<file path="src/hw/rtl/ewog_pkg.sv">
// Shared types and constants for the epoch write-once guard.
// Field widths, status, func and mode codes, controller/datapath structs.
// No dependencies.
package ewog_pkg;

  localparam int FUNC_W    = 2;
  localparam int LI_W      = 10;
  localparam int PI_W      = 16;
  localparam int EPOCH_W   = 64;
  localparam int STAT_W    = 3;
  localparam int LC_W      = 11;
  localparam int PC_W      = 17;
  localparam int CFG_IDX_W = 2;
  localparam int MAP_W     = 64;
  localparam int BIT_W     = 6;
  // flat slot number: layer * positions + position, with headroom
  localparam int SLOT_W    = LC_W + PC_W;

  // register indexes
  localparam logic [CFG_IDX_W-1:0] REG_LAYER = 2'd0;
  localparam logic [CFG_IDX_W-1:0] REG_POS   = 2'd1;
  localparam logic [CFG_IDX_W-1:0] REG_EPOCH = 2'd2;

  // request functions
  localparam logic [FUNC_W-1:0] FUNC_MARK  = 2'd0;
  localparam logic [FUNC_W-1:0] FUNC_READ  = 2'd1;
  localparam logic [FUNC_W-1:0] FUNC_RESET = 2'd2;

  // result codes
  localparam logic [STAT_W-1:0] ST_OK      = 3'd0;
  localparam logic [STAT_W-1:0] ST_INVALID = 3'd1;
  localparam logic [STAT_W-1:0] ST_BOUNDS  = 3'd2;
  localparam logic [STAT_W-1:0] ST_STATE   = 3'd3;
  localparam logic [STAT_W-1:0] ST_CAP     = 3'd4;

  // guard modes
  localparam logic [1:0] MODE_UNCONF = 2'd0;
  localparam logic [1:0] MODE_CAP    = 2'd1;
  localparam logic [1:0] MODE_READY  = 2'd2;

  // controller to datapath
  typedef struct packed {
    logic       load;
    logic       decide;
    logic       clr_init;
    logic       clr_run;
    logic [1:0] mode;
  } ewog_cmd_t;

  // datapath to controller
  typedef struct packed {
    logic cfg_geom;
    logic cfg_init;
    logic geom_zero;
    logic cap_over;
    logic new_epoch;
    logic clr_last;
  } ewog_sts_t;

endpackage

</file>
<file path="src/hw/rtl/ewog_ctrl.sv">
// Controller for the epoch write-once guard: request sequencing, guard mode,
// map clearing sweep and result strobe. Depends on ewog_pkg.
module ewog_ctrl (
  input  logic               clk,
  input  logic               rst,
  input  logic               start,
  output logic               busy,
  output logic               done,
  output ewog_pkg::ewog_cmd_t cmd,
  input  ewog_pkg::ewog_sts_t sts
);
  import ewog_pkg::*;

  localparam logic [1:0] S_IDLE  = 2'd0;
  localparam logic [1:0] S_DEC   = 2'd1;
  localparam logic [1:0] S_CLEAR = 2'd2;

  logic [1:0] state;
  logic [1:0] state_next;
  logic [1:0] mode;
  logic [1:0] mode_next;
  logic       init_go;

  // initial epoch write with a usable geometry loads and clears
  assign init_go = sts.cfg_init && !sts.geom_zero && !sts.cap_over;

  // guard mode follows configuration writes
  always_comb begin
    mode_next = mode;
    if (sts.cfg_geom) begin
      mode_next = MODE_UNCONF;
    end else if (sts.cfg_init) begin
      if (sts.geom_zero) begin
        mode_next = MODE_UNCONF;
      end else if (sts.cap_over) begin
        mode_next = MODE_CAP;
      end else begin
        mode_next = MODE_READY;
      end
    end
  end

  // next state
  always_comb begin
    state_next = state;
    unique case (state)
      S_IDLE: begin
        if (start) begin
          state_next = S_DEC;
        end else if (init_go) begin
          state_next = S_CLEAR;
        end
      end
      S_DEC: begin
        state_next = sts.new_epoch ? S_CLEAR : S_IDLE;
      end
      S_CLEAR: begin
        if (!init_go && sts.clr_last) begin
          state_next = S_IDLE;
        end
      end
      default: begin
        state_next = S_IDLE;
      end
    endcase
  end

  // datapath commands
  always_comb begin
    cmd.load     = (state == S_IDLE) && start;
    cmd.decide   = (state == S_DEC);
    cmd.clr_init = ((state == S_DEC) && sts.new_epoch) ||
                   (init_go && (state == S_CLEAR)) ||
                   (init_go && (state == S_IDLE) && !start);
    cmd.clr_run  = (state == S_CLEAR);
    cmd.mode     = mode;
  end

  assign busy = (state != S_IDLE);

  // state, mode and result strobe; reset starts with a clearing sweep
  always_ff @(posedge clk) begin
    if (rst) begin
      state <= S_CLEAR;
      mode  <= MODE_UNCONF;
      done  <= 1'b0;
    end else begin
      state <= state_next;
      mode  <= mode_next;
      done  <= (state == S_DEC);
    end
  end

endmodule

</file>
<file path="config.mk">
export PLATFORM = sky130hd
export DESIGN_NAME = ewog_ctrl
export DESIGN_NICKNAME = d
export VERILOG_FILES = /design/src/hw/rtl/ewog_pkg.sv /design/src/hw/rtl/ewog_ctrl.sv
export SDC_FILE = /design/constraint.sdc
export NUM_CORES = 1
export LEC_CHECK = 0
export ABC_AREA = 1
export BUFFER_PORTS_ARGS = -buffer_cell sky130_fd_sc_hd__buf_4
export CORE_AREA = 2 2 39 41
export DETAILED_ROUTE_END_ITERATION = 8
export DIE_AREA = 0 0 41 43
export PLACE_DENSITY = 0.52
export RECOVER_POWER = 50
export SKIP_CTS_REPAIR_TIMING = 1
export SYNTH_ARGS = -nofsm -noshare
export SYNTH_HDL_FRONTEND = slang
export SYNTH_SLANG_ARGS = --single-unit
export TNS_END_PERCENT = 10
</file>
<file path="constraint.sdc">
create_clock -name clk -period 1.1 [get_ports clk]
set_input_delay 0.11 -clock clk [delete_from_list [all_inputs] [get_ports clk]]
set_output_delay 0.11 -clock clk [all_outputs]
set_load 0.02 [all_outputs]
</file>
# Word level (Yosys, flattened, before mapping)
# Cells that the tools add are included.
[op_classes]
n_addsub = 0
n_mul = 0
div_mod_pow = 0
order_cmp = 0
eq_ne = 4
shifts = 0
mux = 7
n_bitwise = 0
n_reduce_logical = 18
[ops]
columns = ["operator", "count"]
rows = [
  ["2-to-1 mux 2 bit", 6],
  ["logical AND 1 bit", 8],
  ["case mux 2 bit (3 select lines)", 1],
  ["logical NOT 1 bit", 4],
  ["inequality test 3 bit, second input constant", 1],
  ["== test 2 x 1 -> 1 bit, second input constant", 1],
  ["== test 2 bit, second input constant", 1],
  ["logical NOT 2 bit", 1],
  ["logical OR 1 bit", 2],
  ["inequality test 2 x 1 -> 1 bit, second input constant", 1],
  ["AND reduction 2 bit", 1],
  ["nonzero test 2 bit", 1],
  ["OR reduction 2 bit", 1],
]
[word_totals]
ff_bits = 5
latchBits = 0
ram_bits = 0
romBits = 0
inputBits = 9
output_inout_bits = 8
n_memories = 0

# Longest topological paths before layout
[logic_depth]
ltp_word = 7
depth_mapped = 6

# Least setup slack after synthesis
# OpenSTA, ideal clock, no wires.
[synth_timing]
kind = "register -> output"
startpoint = "reg state[0]"
endpoint = "out cmd[3] in the netlist's numbering"
arrival_time_ns = 0.996
required_ns = 0.990
path_slack_ns = -0.006
path_stages_with_launch = 7
path_cell_list = "dfxtp_1 > inv_2 > nor2_2 > nand2_2 > nand2_2 > o21ai_1 > inv_1"
[synth_lines]
columns = ["item", "line_no", "rtl"]
rows = [
  ["start, declared", "ewog_ctrl.sv:18", "logic [1:0] state;"],
  ["start signal, assigned", "ewog_ctrl.sv:88", "state <= state_next;"],
  ["end, declared", "ewog_ctrl.sv:9", "output ewog_pkg::ewog_cmd_t cmd,"],
]

==> results.json <==
{
  "status": "complete, but fails checks",
  "violations": "negative setup slack",
  "num_vias": 279,
  "top_usage_layer": "met4",
  "area_delta_synth_final_pct": 69.9,
  "hold_path.class": "in -> reg",
  "setup_ws_ps": -99.8,
  "die_h_um": 43,
  "grtUsageMet2_pct": 9.69,
  "initialDrtViolationCount": 1,
  "finalNonFillerCells": 73,
  "clkTransAtPathRegs_ps": 40,
  "synth_simple_gate_area_share_pct": 43.2,
  "worst_pin_slew_ps": 180,
  "synth_compound_area_share_pct": 7.77,
  "syn_avg_cell_area_um2": 6.78,
  "cts_buffer_depth": 2,
  "wl_um": 574,
  "cp_top_family": "flip-flops",
  "synth-seq-cells": 5,
  "hold_viol": 0,
  "diodes": 0,
  "grt-ovfl-total": 0,
  "hold_ws_ps": 50.1,
  "synthTopCellsByArea": "dfxtp_1 (39%), nand2_1 (13%), nand2_2 (7.3%)",
  "start_util_pct": 18.6,
  "grt_antenna_before_repair": 0,
  "finClkSkew_ps": 0.102,
  "layout.nets": 67,
  "dieArea_um2": 1760,
  "portBuffers": 16,
  "path_cells": "inv_4 -> nor2_4 -> nand2_2 -> nand2_2 -> o21ai_1 -> inv_1 -> buf_6",
  "first_global_vias": 228,
  "grt_usage_pct": 8.33,
  "gr-usage-met3_pct": 4.71,
  "cts_tree": "done",
  "yosys.area.top_type_share_pct": 38.8,
  "cts_root_buf": "clkbuf_4",
  "avgRoutedWirePerCell_um": 7.86,
  "ant_nets": 0,
  "synth_xor_xnor_area_share_pct": 0,
  "finalMaxSlewViolations": 0,
  "slowest_stage": "dfxtp_2",
  "clock-sinks": 5,
  "setup_viol": 1,
  "crit_arrival_ps": 1090,
  "ios": 17,
  "syn_nets": 47,
  "firstDrtPassIters": 2,
  "maxClockFrequency_ghz": 0.833,
  "hpwl_um": 497,
  "yosysSeqAreaShare_pct": 38.8,
  "power.density_nw_per_um2": 1200,
  "max-slew-margin-rel_pct": 88.0,
  "fp.coreArea_um2": 1380,
  "netlist_area_um2": 258,
  "cts_buffers": 3,
  "peakVddDrop_uv": 430,
  "fin_crit_ps": 1200,
  "yosys_warnings": 0,
  "max_stage_delay_ps": 330,
  "rsz0062_at_grt": "true",
  "insertion_delay_ps": 240,
  "grt_max_degree": 5,
  "die-width_um": 41,
  "place.gp.congestion": 0.627,
  "required_ps": 990,
  "cp_max_fo": 4,
  "fill_cells": 156,
  "path_buf_inv": 3,
  "cp-start-kind": "register",
  "synthMuxAreaShare_pct": 0,
  "drc": 0,
  "synth_cells": 38,
  "crit_type": "reg -> out",
  "htreeDepth": 1,
  "grt_pass1_wl_um": 869,
  "synth_top_family_by_area": "simple AND/OR/NAND/NOR gates",
  "cap_violations": 0,
  "cp_common_cell": "nand2_2",
  "viasPerCell": 3.82,
  "dp_cells": 69,
  "use_met1_pct": 8.04,
  "num_rows": 14,
  "synthAdderAreaFrac_pct": 0,
  "drive_gt1_share_pct": 52.6,
  "worstSetupEndpointType": "output port",
  "yosysTopAreaCell": "dfxtp_1",
  "synthDistinctLibCells": 14,
  "power.leakage_nw": 0.218,
  "post-route-period-util_pct": 109
}
## final timing paths
check,startpoint,end,slack [ps],depth (start not counted)
max,state[0],cmd[3],-100,7
max reg2reg,state[1],state[1],210,6
min reg2reg,state[1],done,460,1
min,rst,state[0],50,2
## power breakdown
| part | switching (mW) | internal (mW) | total [mW] | leakage (nW) |
|---|---|---|---|---|
| Clock | 0.0701 | 0.137 | 0.207 | 0.0150 |
| Sequential | 0.00750 | 0.190 | 0.197 | 0.0414 |
| Combinational | 0.0656 | 0.0560 | 0.122 | 0.162 |
| Total | 0.143 | 0.383 | 0.526 | 0.218 |
## placed cells by master, fill, tap and decap left out, drive strengths merged
master and n:
a21oi 3, nor3 2, buf 16, nand2 12
clkbuf 4, o21ai 1, nand3 2, nor2 6
or2 1, dfxtp 5, inv 5
## through the flow
stage	util [%]	power (mW)	worst slack, ps	setup TNS, ps	instance area [um^2]
floorplan	-	0.267	27.9	0	263
global placement	28.6	0.319	55.3	0	395
detailed placement	28.6	0.319	52.3	0	395
CTS	30.5	0.534	-212	-323	422
global route	31.6	0.561	-195	-303	438
finish	31.6	0.526	-99.8	-99.8	438
## area by class of cell
cell class	count	area, um^2	area share [%]
well taps	16	20.0	4.57
multi-input cells	27	141	32.3
flip-flops and latches	5	105	24.0
inverters	5	21.3	4.86
clock buffers	4	26.3	6.00
repair buffers	16	124	28.3
## layer usage
layer  vias up  routed length [um]
met4         0                   9
met2         6                 287
met3         2                  37
met1       114                 239
met5         -                   0
li1        157                   -
## flip-flops by register name, indices dropped and copies added, names as in the netlist
register  cells
mode          2
state         2
done          1
## cells in the mapped netlist
cell type  number
nor2_2          2
a21oi_1         3
nand3_2         1
nor3_1          2
o21ai_1         1
nand2_2         3
dfxtp_1         5
nor2_1          4
nand2_1         9
inv_1           3
buf_4           1
or2_1           1
inv_2           2
nand3_1         1
## kinds of logic (layout without fill, tap and decap cells)
kind of cell	Yosys count	in the layout
AO/OA/AOI/OAI	4	4
buffers and inverters	6	25
flip-flops	5	5
AND/OR/NAND/NOR	23	23
## worst register-to-register path: stages (launching register included)
cell and delay, ps:
dfxtp_4 350, inv_2 80, nand2_2 80, nor2_1 100
nand2_1 70, nand3_2 70, nand2_1 40
No activity file was read; power rests on OpenSTA's default activity.
